==> config.mk <==
export PLATFORM = sky130hd
export DESIGN_NAME = tap_tempo_averager_top
export DESIGN_NICKNAME = d
export VERILOG_FILES = /design/src/rtl/core/tta_pkg.sv /design/src/rtl/core/tta_div.sv /design/src/rtl/core/tap_tempo_averager_top.sv
export SDC_FILE = /design/constraint.sdc
export NUM_CORES = 1
export LEC_CHECK = 0
export ABC_CLOCK_PERIOD_IN_PS = 5500
export BUFFER_PORTS_ARGS = -buffer_cell sky130_fd_sc_hd__clkbuf_2
export CAP_MARGIN = 0
export CORE_ASPECT_RATIO = 1.4
export CORE_MARGIN = 8
export CORE_UTILIZATION = 57
export DETAILED_ROUTE_END_ITERATION = 10
export MAX_ROUTING_LAYER = met4
export PLACE_DENSITY_LB_ADDON = 0.05
export SYNTH_ARGS = -nofsm -noshare
export SYNTH_HDL_FRONTEND = slang
export SYNTH_SLANG_ARGS = --single-unit
==> constraint.sdc <==
create_clock -name aclk -period 5.5 [get_ports aclk]
set_input_delay 1.1 -clock aclk [delete_from_list [all_inputs] [get_ports aclk]]
set_output_delay 1.1 -clock aclk [all_outputs]
set_load 0.1 [all_outputs]
==> src/rtl/core/tta_pkg.sv <==
`timescale 1ns / 1ps
// ----------------------------------------------------------------------------
// tta_pkg
// Shared constants for the tap tempo averager: ring size, field widths,
// register indexes and reset values.
// ----------------------------------------------------------------------------
package tta_pkg;

    localparam int TAPS     = 4;
    localparam int IDX_W    = (TAPS > 2) ? $clog2(TAPS) : 1;
    localparam int CNT_W    = $clog2(TAPS);
    localparam int TIME_W   = 32;
    localparam int TEMPO_W  = 16;
    localparam int CFG_W    = 16;
    localparam int CFG_AW   = 2;
    localparam int PERIOD_W = 15;

    localparam logic [CFG_AW-1:0] REG_DOUBLE_TAP = 2'd0;
    localparam logic [CFG_AW-1:0] REG_MAX_PERIOD = 2'd1;
    localparam logic [CFG_AW-1:0] REG_HOLD       = 2'd2;

    localparam logic [PERIOD_W-1:0] DOUBLE_TAP_RESET = 15'd150;
    localparam logic [PERIOD_W-1:0] MAX_PERIOD_RESET = 15'd2000;
    localparam logic [15:0]         HOLD_RESET       = 16'd1000;

endpackage

==> src/rtl/core/tta_div.sv <==
`timescale 1ns / 1ps
// ----------------------------------------------------------------------------
// tta_div
// Restoring divider: 16-bit dividend by a small beat count, one quotient
// bit per cycle.
// ----------------------------------------------------------------------------
module tta_div (
    input  logic                        aclk,
    input  logic                        aresetn,
    input  logic                        start,
    input  logic [tta_pkg::TEMPO_W-1:0] dividend,
    input  logic [tta_pkg::CNT_W-1:0]   divisor,
    output logic                        done,
    output logic [tta_pkg::TEMPO_W-1:0] quotient
);

    localparam int STEP_W = $clog2(tta_pkg::TEMPO_W + 1);

    logic                        busy_reg, busy_next;
    logic [STEP_W-1:0]           step_reg, step_next;
    logic [tta_pkg::TEMPO_W-1:0] quo_reg, quo_next;
    logic [tta_pkg::CNT_W:0]     rem_reg, rem_next;
    logic [tta_pkg::CNT_W-1:0]   dvs_reg, dvs_next;
    logic                        done_reg, done_next;
    logic [tta_pkg::CNT_W+1:0]   trial;

    always_comb begin
        busy_next = busy_reg;
        step_next = step_reg;
        quo_next  = quo_reg;
        rem_next  = rem_reg;
        dvs_next  = dvs_reg;
        done_next = 1'b0;
        trial     = {rem_reg, quo_reg[tta_pkg::TEMPO_W-1]};
        if (start) begin
            busy_next = 1'b1;
            step_next = '0;
            quo_next  = dividend;
            rem_next  = '0;
            dvs_next  = divisor;
        end else if (busy_reg) begin
            // shift one dividend bit into the remainder, subtract if it fits
            if (trial >= {2'b00, dvs_reg}) begin
                rem_next = (tta_pkg::CNT_W+1)'(trial - {2'b00, dvs_reg});
                quo_next = {quo_reg[tta_pkg::TEMPO_W-2:0], 1'b1};
            end else begin
                rem_next = trial[tta_pkg::CNT_W:0];
                quo_next = {quo_reg[tta_pkg::TEMPO_W-2:0], 1'b0};
            end
            step_next = step_reg + 1'b1;
            if (step_reg == STEP_W'(tta_pkg::TEMPO_W - 1)) begin
                busy_next = 1'b0;
                done_next = 1'b1;
            end
        end
    end

    always_ff @(posedge aclk) begin
        if (!aresetn) begin
            busy_reg <= 1'b0;
            done_reg <= 1'b0;
        end else begin
            busy_reg <= busy_next;
            done_reg <= done_next;
        end
        step_reg <= step_next;
        quo_reg  <= quo_next;
        rem_reg  <= rem_next;
        dvs_reg  <= dvs_next;
    end

    assign done     = done_reg;
    assign quotient = quo_reg;

endmodule

==> src/rtl/core/tap_tempo_averager_top.sv <==
`timescale 1ns / 1ps
// ----------------------------------------------------------------------------
// tap_tempo_averager_top
// Tap tempo detector: one item per millisecond tick, tap times kept in a
// small synchronous ring memory, tempo averaged over adjacent gaps.
// ----------------------------------------------------------------------------
// Sequence: a tick without a tap goes straight to the output register; a tap
//   walks the ring memory entry by entry (read, then check/write back), then
//   runs a bit-serial division when any gap counts as a beat.
// Throughput: one item at a time; the next item is taken once the result
//   is in the output register.
// Reset: synchronous active-low; ring, counters, tempo and registers go to
//   their reset values, the ring through valid bits.
// ----------------------------------------------------------------------------
module tap_tempo_averager_top (
    input  logic                        aclk,
    input  logic                        aresetn,
    input  logic                        s_tvalid,
    output logic                        s_tready,
    input  logic [7:0]                  s_tdata,   // [0] button_level
    output logic                        m_tvalid,
    input  logic                        m_tready,
    output logic [15:0]                 m_tdata,   // [15:0] tempo_ms
    output logic [2:0]                  m_tuser,   // [0] tap_seen [1] held_pulse
                                                   // [2] double_tap
    input  logic                        cfg_wr_en,
    input  logic [tta_pkg::CFG_AW-1:0]  cfg_addr,
    input  logic [tta_pkg::CFG_W-1:0]   cfg_wr_data
);

    localparam logic [2:0] ST_IDLE   = 3'd0;
    localparam logic [2:0] ST_RDREQ  = 3'd1;
    localparam logic [2:0] ST_RDWAIT = 3'd2;
    localparam logic [2:0] ST_DIV    = 3'd3;
    localparam logic [2:0] ST_FINISH = 3'd4;

    localparam int IW = tta_pkg::IDX_W;
    localparam int TW = tta_pkg::TIME_W;
    localparam logic [IW-1:0] LAST_IDX = IW'(tta_pkg::TAPS - 1);

    logic [2:0]                  state_reg, state_next;
    logic [tta_pkg::PERIOD_W-1:0] dbl_period_reg, max_period_reg;
    logic [15:0]                 hold_period_reg;
    logic [TW-1:0]               ms_count_reg, hold_start_reg, hold_start_next;
    logic [IW-1:0]               ring_index_reg, ring_index_next;
    logic [IW-1:0]               idx_reg, idx_next;
    logic                        last_level_reg;
    logic [tta_pkg::TEMPO_W-1:0] tempo_reg, tempo_next;
    logic [tta_pkg::TEMPO_W-1:0] sum_reg, sum_next;
    logic [tta_pkg::CNT_W-1:0]   beats_reg, beats_next;
    logic [TW-1:0]               prev_reg, prev_next;
    logic                        tap_reg, tap_next;
    logic                        held_reg, held_next;
    logic                        dbl_reg, dbl_next;

    logic                        m_valid_reg;
    logic [15:0]                 m_data_reg;
    logic [2:0]                  m_user_reg;

    // ring memory
    logic [TW-1:0]               ring_mem [tta_pkg::TAPS];
    logic [tta_pkg::TAPS-1:0]    ring_vld_reg;
    logic [TW-1:0]               rd_data_reg;
    logic                        rd_vld_reg;
    logic                        mem_we;
    logic [IW-1:0]               mem_waddr;
    logic [TW-1:0]               mem_wdata;
    logic [TW-1:0]               ring_word;

    logic                        accept, level, is_tap;
    logic [TW-1:0]               hold_ref, hold_diff;
    logic [15:0]                 gap_raw;
    logic signed [16:0]          gap, lo, hi;
    logic                        is_beat, is_dbl;
    logic                        div_start, div_done;
    logic [tta_pkg::TEMPO_W-1:0] div_quo;
    logic                        out_free;

    assign accept   = s_tvalid && s_tready;
    assign s_tready = (state_reg == ST_IDLE);
    assign level    = s_tdata[0];
    assign is_tap   = level && !last_level_reg;
    assign out_free = !m_valid_reg || m_tready;

    assign hold_ref  = is_tap ? ms_count_reg : hold_start_reg;
    assign hold_diff = ms_count_reg - hold_ref;

    // entries never written read as zero
    assign ring_word = rd_vld_reg ? rd_data_reg : '0;
    // low 16 bits of the difference, taken as signed
    assign gap_raw = ring_word[15:0] - prev_reg[15:0];
    assign gap = $signed({gap_raw[15], gap_raw});
    assign lo  = $signed({2'b00, dbl_period_reg});
    assign hi  = $signed({2'b00, max_period_reg});
    assign is_beat = (gap > lo) && (gap < hi);
    assign is_dbl  = !is_beat && (gap > 17'sd0) && (gap < lo);

    always_comb begin
        state_next      = state_reg;
        hold_start_next = hold_start_reg;
        ring_index_next = ring_index_reg;
        idx_next        = idx_reg;
        tempo_next      = tempo_reg;
        sum_next        = sum_reg;
        beats_next      = beats_reg;
        prev_next       = prev_reg;
        tap_next        = tap_reg;
        held_next       = held_reg;
        dbl_next        = dbl_reg;
        mem_we          = 1'b0;
        mem_waddr       = ring_index_reg;
        mem_wdata       = ms_count_reg;
        div_start       = 1'b0;
        case (state_reg)
            ST_IDLE: begin
                if (accept) begin
                    tap_next  = is_tap;
                    dbl_next  = 1'b0;
                    held_next = 1'b0;
                    sum_next  = '0;
                    beats_next = '0;
                    idx_next  = '0;
                    if (level) begin
                        hold_start_next = hold_ref;
                        if (hold_diff >= {16'd0, hold_period_reg}) begin
                            held_next       = 1'b1;
                            hold_start_next = ms_count_reg;
                        end
                    end else begin
                        hold_start_next = ms_count_reg;
                    end
                    if (is_tap) begin
                        mem_we          = 1'b1;
                        ring_index_next = (ring_index_reg == LAST_IDX) ? '0
                                        : ring_index_reg + 1'b1;
                        state_next      = ST_RDREQ;
                    end else begin
                        state_next = ST_FINISH;
                    end
                end
            end
            ST_RDREQ: begin
                state_next = ST_RDWAIT;
            end
            ST_RDWAIT: begin
                if (idx_reg == '0) begin
                    prev_next  = ring_word;
                    idx_next   = idx_reg + 1'b1;
                    state_next = ST_RDREQ;
                end else begin
                    if (is_beat) begin
                        beats_next = beats_reg + 1'b1;
                        sum_next   = sum_reg + gap[15:0];
                        prev_next  = ring_word;
                    end else if (is_dbl) begin
                        // copy the earlier time over this entry; prev holds
                        dbl_next  = 1'b1;
                        mem_we    = 1'b1;
                        mem_waddr = idx_reg;
                        mem_wdata = prev_reg;
                    end else begin
                        prev_next = ring_word;
                    end
                    if (idx_reg == LAST_IDX) begin
                        if (beats_next != '0) begin
                            div_start  = 1'b1;
                            state_next = ST_DIV;
                        end else begin
                            state_next = ST_FINISH;
                        end
                    end else begin
                        idx_next   = idx_reg + 1'b1;
                        state_next = ST_RDREQ;
                    end
                end
            end
            ST_DIV: begin
                if (div_done) begin
                    tempo_next = div_quo;
                    state_next = ST_FINISH;
                end
            end
            ST_FINISH: begin
                if (out_free) begin
                    state_next = ST_IDLE;
                end
            end
            default: begin
                state_next = ST_IDLE;
            end
        endcase
    end

    tta_div u_div (
        .aclk     (aclk),
        .aresetn  (aresetn),
        .start    (div_start),
        .dividend (sum_next),
        .divisor  (beats_next),
        .done     (div_done),
        .quotient (div_quo)
    );

    always_ff @(posedge aclk) begin
        if (mem_we) begin
            ring_mem[mem_waddr] <= mem_wdata;
        end
        rd_data_reg <= ring_mem[idx_reg];
    end

    always_ff @(posedge aclk) begin
        if (!aresetn) begin
            ring_vld_reg <= '0;
            rd_vld_reg   <= 1'b0;
        end else begin
            if (mem_we) begin
                ring_vld_reg[mem_waddr] <= 1'b1;
            end
            rd_vld_reg <= ring_vld_reg[idx_reg];
        end
    end

    always_ff @(posedge aclk) begin
        if (!aresetn) begin
            state_reg       <= ST_IDLE;
            dbl_period_reg  <= tta_pkg::DOUBLE_TAP_RESET;
            max_period_reg  <= tta_pkg::MAX_PERIOD_RESET;
            hold_period_reg <= tta_pkg::HOLD_RESET;
            ms_count_reg    <= '0;
            hold_start_reg  <= '0;
            ring_index_reg  <= '0;
            last_level_reg  <= 1'b0;
            tempo_reg       <= '0;
            m_valid_reg     <= 1'b0;
        end else begin
            state_reg      <= state_next;
            hold_start_reg <= hold_start_next;
            ring_index_reg <= ring_index_next;
            tempo_reg      <= tempo_next;
            if (accept) begin
                ms_count_reg   <= ms_count_reg + 1'b1;
                last_level_reg <= level;
            end
            if (cfg_wr_en) begin
                case (cfg_addr)
                    tta_pkg::REG_DOUBLE_TAP:
                        dbl_period_reg <= cfg_wr_data[tta_pkg::PERIOD_W-1:0];
                    tta_pkg::REG_MAX_PERIOD:
                        max_period_reg <= cfg_wr_data[tta_pkg::PERIOD_W-1:0];
                    tta_pkg::REG_HOLD:
                        hold_period_reg <= cfg_wr_data;
                    default: ;
                endcase
            end
            if (state_reg == ST_FINISH && out_free) begin
                m_valid_reg <= 1'b1;
            end else if (m_tready) begin
                m_valid_reg <= 1'b0;
            end
        end
    end

    always_ff @(posedge aclk) begin
        idx_reg   <= idx_next;
        sum_reg   <= sum_next;
        beats_reg <= beats_next;
        prev_reg  <= prev_next;
        tap_reg   <= tap_next;
        held_reg  <= held_next;
        dbl_reg   <= dbl_next;
        if (state_reg == ST_FINISH && out_free) begin
            m_data_reg <= tempo_reg;
            m_user_reg <= {dbl_reg, held_reg, tap_reg};
        end
    end

    assign m_tvalid = m_valid_reg;
    assign m_tdata  = m_data_reg;
    assign m_tuser  = m_user_reg;

endmodule

# Word-level counts from Yosys, hierarchy flattened
# Memories as Yosys holds them, arrays and structs flattened. A register that Yosys moved wholly into a read port is not among the register bits.
# Cells that the tools add are included.
[op_classes]
addsub = 9
mul = 0
div_mod_pow = 0
order_cmp = 9
n_eq_ne = 17
shift = 0
n_mux = 70
bitwise_logic = 3
reduce_logical = 29
[ops]
columns = ["operator", "n"]
rows = [
  ["32-bit 2-to-1 mux", 11],
  ["16-bit 2-to-1 mux", 5],
  ["32-bit by 1-bit adder with 32-bit output, second input constant", 1],
  ["32-bit by 16-bit >= comparator with 1-bit output", 1],
  ["16-bit less-than comparator", 2],
  ["16-bit one-hot mux with 2 select lines", 1],
  ["32-bit subtractor", 1],
  ["2-bit 2-to-1 mux", 13],
  ["1-bit 2-to-1 mux", 25],
  ["3-bit 2-to-1 mux", 8],
  ["16-bit adder", 1],
  ["16-bit by 1-bit > comparator with 1-bit output, second input constant", 1],
  ["16-bit > comparator", 1],
  ["16-bit subtractor", 1],
  ["3-bit one-hot mux with 5 select lines", 1],
  ["2-bit AND reduction", 6],
  ["3-bit AND reduction", 3],
  ["2-bit inequality test, second input constant", 4],
  ["2-bit one-hot mux with 2 select lines", 2],
  ["2-bit nonzero test", 4],
  ["1-bit logical AND", 7],
  ["2-bit by 1-bit adder with 2-bit output, second input constant", 3],
  ["2-bit equality test, second input constant", 3],
  ["3-bit by 2-bit equality test with 1-bit output, second input constant", 2],
  ["other kinds (23)", 30],
]
[word_totals]
reg_bits = 240
latchBits = 0
ram_bits = 128
rom_bits = 0
inputBits = 31
output_inout_bits = 21
wordCells = 165
memories = 1
[mem_list]
columns = ["memory", "depth", "width", "rd", "rd_ports_with_merged_regs", "write_ports", "line", "text"]
rows = [
  ["ring_mem", 4, 32, 1, 1, 1, "tap_tempo_averager_top.sv:61", "logic [TW-1:0] ring_mem [tta_pkg::TAPS];"],
]

# Depth between registers and ports, before layout
[logic_depth]
depth_word = 16
mapped_depth = 25
depth_no_buf = 24

# Modules after synthesis
# From an unflattened synthesis, not the netlist that was laid out.
[hier_totals]
cells_unflattened = 1668
hier_area_um2 = 16652.2
[modules_own_cells]
columns = ["module", "n_inst", "cells_each", "area_each_um2", "seq_area_each_um2"]
rows = [
  ["tap_tempo_averager_top", 1, 1580, 15424.8, 6566.3],
  ["tta_div", 1, 88, 1227.4, 740.7],
]

# Worst setup path before layout
# No wires, ideal clock.
[synth_timing]
kind = "input-to-reg"
from = "input port s_tdata[0]"
to = "register hold_start_reg[10]"
setup_ns = 0.120
t_arrival_ns = 5.618
t_required_ns = 5.380
setup_slack_ns = -0.237
cell_stages = 24
n_path_buf = 2
cell_sequence = "nand2b_1 > inv_2 > buf_1 > mux2i_1 > fa_1 > a211oi_1 > o21ai_1 > o21ai_1 > nor2b_1 > o21bai_1 > a21oi_1 > xnor2_1 > ha_1 > a21o_1 > a21o_1 > a221oi_1 > and3_1 > o211ai_1 > a211oi_1 > nand4_1 > nor4_4 > a41oi_4 > buf_6 > mux2i_1"
[synth_between]
elab_chain_cells = 6
[synth_rtl]
columns = ["element", "line", "text"]
rows = [
  ["start, declared", "tap_tempo_averager_top.sv:20", "input logic [7:0] s_tdata,"],
  ["1-bit logical AND *", "tap_tempo_averager_top.sv:82", "assign is_tap = level && !last_level_reg;"],
  ["via is_tap", "tap_tempo_averager_top.sv:70", "logic accept, level, is_tap;"],
  ["32-bit 2-to-1 mux *", "tap_tempo_averager_top.sv:85", "assign hold_ref = is_tap ? ms_count_reg : hold_start_reg;"],
  ["32-bit subtractor", "tap_tempo_averager_top.sv:86", "assign hold_diff = ms_count_reg - hold_ref;"],
  ["32-bit by 16-bit >= comparator with 1-bit output", "tap_tempo_averager_top.sv:125", "if (hold_diff >= {16'd0, hold_period_reg}) begin"],
  ["32-bit 2-to-1 mux *", "tap_tempo_averager_top.sv:125", ""],
  ["32-bit 2-to-1 mux *", "tap_tempo_averager_top.sv:123", "if (level) begin"],
  ["end signal, assigned", "tap_tempo_averager_top.sv:237", "hold_start_reg <= hold_start_next;"],
  ["end, declared", "tap_tempo_averager_top.sv:44", "logic [TW-1:0] ms_count_reg, hold_start_reg, hold_start_next;"],
]
# The timed path passes the listed nets; every way through them passes the cells marked *.
# A chain may end at the register's enable or synchronous reset.

# Worst setup path after layout
[layout_timing]
from = "register rd_vld_reg"
to = "register u_div.quo_reg, in the netlist u_div.quotient[10] (data pin)"
[layout_between]
elab_cells_between_ends = 18
cone_classes = "add/sub: 2; order compare: 2; mux: 12; reduce/logical: 2"
[layout_lines]
columns = ["element", "line", "text"]
rows = [
  ["start, declared", "tap_tempo_averager_top.sv:64", "logic rd_vld_reg;"],
  ["start signal, assigned", "tap_tempo_averager_top.sv:219", "rd_vld_reg <= ring_vld_reg[idx_reg];"],
  ["32-bit 2-to-1 mux *", "tap_tempo_averager_top.sv:89", "assign ring_word = rd_vld_reg ? rd_data_reg : '0;"],
  ["via ring_word[6]", "tap_tempo_averager_top.sv:68", "logic [TW-1:0] ring_word;"],
  ["16-bit subtractor *", "tap_tempo_averager_top.sv:91", "assign gap_raw = ring_word[15:0] - prev_reg[15:0];"],
  ["16-bit > comparator or 16-bit less-than comparator (tied branches)", "tap_tempo_averager_top.sv:95", "assign is_beat = (gap > lo) && (gap < hi);"],
  ["1-bit logical AND", "tap_tempo_averager_top.sv:95", ""],
  ["16-bit 2-to-1 mux *", "tap_tempo_averager_top.sv:151", "if (is_beat) begin"],
  ["16-bit 2-to-1 mux *", "tap_tempo_averager_top.sv:146", "if (idx_reg == '0) begin"],
  ["16-bit one-hot mux with 2 select lines *", "tap_tempo_averager_top.sv:114", "case (state_reg)"],
  ["via sum_next (one bit)", "tap_tempo_averager_top.sv:49", "logic [tta_pkg::TEMPO_W-1:0] sum_reg, sum_next;"],
  ["16-bit 2-to-1 mux *", "tta_div.sv:35", "if (start) begin"],
  ["via u_div.quo_next (one bit)", "tta_div.sv:21", "logic [tta_pkg::TEMPO_W-1:0] quo_reg, quo_next;"],
  ["end signal, assigned", "tta_div.sv:67", "quo_reg <= quo_next;"],
  ["end, declared", "tta_div.sv:21", ""],
]
# The timed path passes the listed nets; every way through them passes the cells marked *. The select of a mux whose other input is x is not followed.

==> results.txt <==
* Post-route non-filler standard cell count: 2121
- The die covers 34200 sq um.
* Remaining global-route overflow: 0
- CTS built an H-tree with a depth of 1.
- Data on the critical path is required at its endpoint by 5830 ps.
* Via density: 5.63
* Run status: complete, no violations
* Pin slew with the least headroom to its limit: 1160 ps
- Ant diodes: 0
- The number of nets handed over by synthesis was 1752.
* Worst rel slew slack: 0.221
- Pin count of the biggest net entering global routing: 107
* Syn. warnings: 0
- Yosys cell types: 75
* Sequential share of power: 0.462
- Crit end category: register
- The worst register-to-register path has a setup slack of 310 ps.
- Upper clock frequency limit: 193 MHz
- Total number of vias: 11.9k
* Fraction of synthesis flops using an asynchronous set or reset pin: 0
- Dominant synthesized flop cell: dfxtp_1
- RSZ-0062 raised after global routing: true
* Post-Place Worst Slack: -620 ps
- In this run, synthesis inferred 122 flip-flops with an integrated enable.
- Via count of the first global-routing pass: 11.7k
- DRC viols: 0
- The setup path with the least slack is of type reg2reg.
- The register with the most flip-flops in the layout has 64 of them.
* Power per cell area: 282 nW/um^2
- Share of power burned in the clock network: 0.405
* Class of the tightest hold or removal check: reg2reg
- Endpoints failing setup: 0
- Final Hold Violating Endpoints: 0
- Proportion of power drawn by combinational gates: 0.133
- Internal Pwr Total: 3.90 mW
- The worst hold path was traced through 0 stages.
* Slew Limit Fails: 0
- Counting flops and latches in the post-synthesis netlist gives 304.
- DPL Wire Length: 29.1 mm
- Hold buffers post-CTS: 0
- The initial utilization of the core area, before any placement, comes to 0.575.
- Of the cells placed in the final design, the portion with a size suffix greater than 1 is 0.153.
- The tree built by TritonCTS fans out to 304 sinks.
- Max Buffers Root-to-Sink: 3
* Initial antenna violation count: 0
* X dimension of the die: 159 um
* Synthesis-to-finish area growth: 14.7%
- The floorplan has 73 rows.
- STA classifies the critical path startpoint as a register.
* Crit Path Max Fanout: 17
* Final RePlAce weighted congestion: 0.919
* Top library cells by usage in the layout, fill and taps aside: nand2_1, dfxtp_1, edfxtp_1, ha_1, buf_4
- In this run the critical register-to-register path is captured at u_div.quotient[10]$_DFFE_PP_.
* Worst hold start: tap_reg$_DFFE_PP_
- Buffers inserted during clock tree synthesis total 30.
- After detailed routing, the average wire length per cell comes to 18.0 um.
- Switching fraction of total power: 0.257
* Floorplan core area: 28200 sq um
- The die is 216 um tall.
* Cell area after synthesis: 16200 sq um
* Hold-critical path endpoint: m_tuser[0]$_DFFE_PP_
- Pre-antenna DRT Iters: 5
- Counting cells, the worst reg-to-reg path comes to 22.
- DRT Wirelength: 38.3 mm
- Gr usage total: 0.231
* Post-synthesis area per instance: 10.1 sq um
- After clock tree synthesis, the clock-pin slew on the worst setup and hold paths is 70 ps.
* Violation count after the first detailed-routing iteration: 545
- The cell sitting at the root of the clock tree is a clkbuf_16.
* Worst ir drop on vdd: 211 uV
* Clock latency at the later pin of the worst-skew pair: 580 ps
- The analysis attributes to net switching a power of 1.35 mW.
* Clock Skews: 24.4 ps
* Antenna viol nets, final: 0
- TritonCTS built the clock tree.
- Net count of the finished layout: 1872
- Leakage: 7.76 nW
- Port Buf Inserts: 44
- Synthesis handed over a netlist of 1602 instances.
- The worst path meets setup with 307 ps of slack.
- Minimum clock period after layout: 5190 ps
* Max-cap violations: 0
- The startpoint identified for the worst register-to-register timing path is rd_vld_reg$_SDFF_PN0_.
- Final worst-path cycle share: 0.944
* Commonest non-fill, non-tap cell in the layout: nand2_1
- Wire length of the first global-routing pass: 60.9 mm
- In this run, placement finished with an instance count of 2065.
* Final core utilization: 0.660
- 52 I/O pins were placed.
- At the worst endpoint, the arrival time is 5520 ps.
- For this run, the register share of the synthesized area comes to 0.450.
## how the worst max path moves through the flow
stage	slack, ps	from	to
2_1_floorplan	10	s_tdata[0]	hold_start_reg[10]$_SDFFE_PN0P_
4_1_cts	60	s_tdata[0]	hold_start_reg[11]$_SDFFE_PN0P_
3_3_place_gp	-570	s_tdata[0]	hold_start_reg[1]$_SDFFE_PN0P_
6_report	310	rd_vld_reg$_SDFF_PN0_	u_div.quotient[10]$_DFFE_PP_
3_5_place_dp	-620	s_tdata[0]	hold_start_reg[11]$_SDFFE_PN0P_
5_1_grt	-50	s_tdata[0]	hold_start_reg[11]$_SDFFE_PN0P_
## power groups by stage
stage	clock [mW]	sequential, mW	combinational [mW]
floorplan	0	2.51	0.423
global placement	0	2.47	0.681
detailed placement	0	2.47	0.690
CTS	2.17	2.42	0.694
global route	2.25	2.43	0.757
finish	2.13	2.42	0.696
## critical path, cell delays in order, from the launching register on
cell      delay [ps]
dfxtp_1          360
buf_4            180
and2_1           150
ha_1             350
o21a_1           170
o21a_1           160
and3_1           220
a21bo_1          240
o21ai_1          270
xor2_2           270
ha_1             300
nand3_1          120
nor4_1            80
a211oi_1         200
o21ai_1          100
buf_4            160
or3_1            340
a211oi_1         160
mux2i_1          130
a21o_1           220
buf_12           150
a22o_1           280
mux2_1           300
## routing by layer
metal  share of wire  GRT usage
met5               0          -
met4           0.036     0.0886
met3           0.030     0.0216
met2            0.54      0.422
met1            0.39      0.251
## area by class of cell
cell class | count | area, sq um
Tap cell | 375 | 469
Clock buffer | 33 | 772
Fill cell | 2247 | 9600
Multi-Input combinational cell | 1145 | 8410
Sequential cell | 304 | 7310
Inverter | 96 | 360
Clock inverter | 23 | 262
Timing Repair Buffer | 145 | 1040
## per-stage QoR
step | power, mW | area [sq um] | hold slack (ps) | TNS, ps
floorplan | 2.93 | 16200 | 400 | 0
global placement | 3.15 | 17500 | 402 | -18390
detailed placement | 3.16 | 17500 | 405 | -19320
CTS | 5.29 | 18600 | 421 | 0
global route | 5.44 | 18600 | 426 | -532
finish | 5.24 | 18600 | 420 | 0
## what timing repair did
| action | CTS | global route |
|---|---|---|
| pin swaps | 0 | 7 |
| endpoints found under the setup margin | 21 | 49 |
| resized for setup | 1 | 16 |
| buffers inserted | 0 | 0 |
| gates cloned | 0 | 0 |
## Yosys cell counts, drive strengths merged, types with 7 or more instances
library cell,n,share of area
nor3,23,0.0074
buf,13,0.0049
mux2i,68,0.042
dfxtp,182,0.22
and3,13,0.0050
nor2,56,0.013
nand3,26,0.0080
o211ai,29,0.013
o21ai,49,0.015
inv,96,0.022
edfxtp,122,0.23
a2111oi,9,0.0049
mux4,17,0.024
a22o,15,0.0081
and4,8,0.0043
nand2,240,0.056
a211oi,13,0.0060
ha,115,0.089
nand4,21,0.0081
xor2,27,0.015
a21oi,67,0.021
o21bai,7,0.0032
mux2,33,0.023
and2,42,0.016
o21a,14,0.0065
nor2b,13,0.0050
nand2b,11,0.0042
a21o,34,0.016
or3,19,0.0073
xnor2,49,0.027
clkbuf,44,0.010
a21boi,61,0.028
## logic make-up after synthesis
kind of cell    synth area share
mux                       0.0884
flops                      0.450
xor+xnor                  0.0414
fa+ha+maj                 0.0935
buf+inv                   0.0373
simple gates               0.147
compound gates             0.142
(Power assumes the default switching activity.)
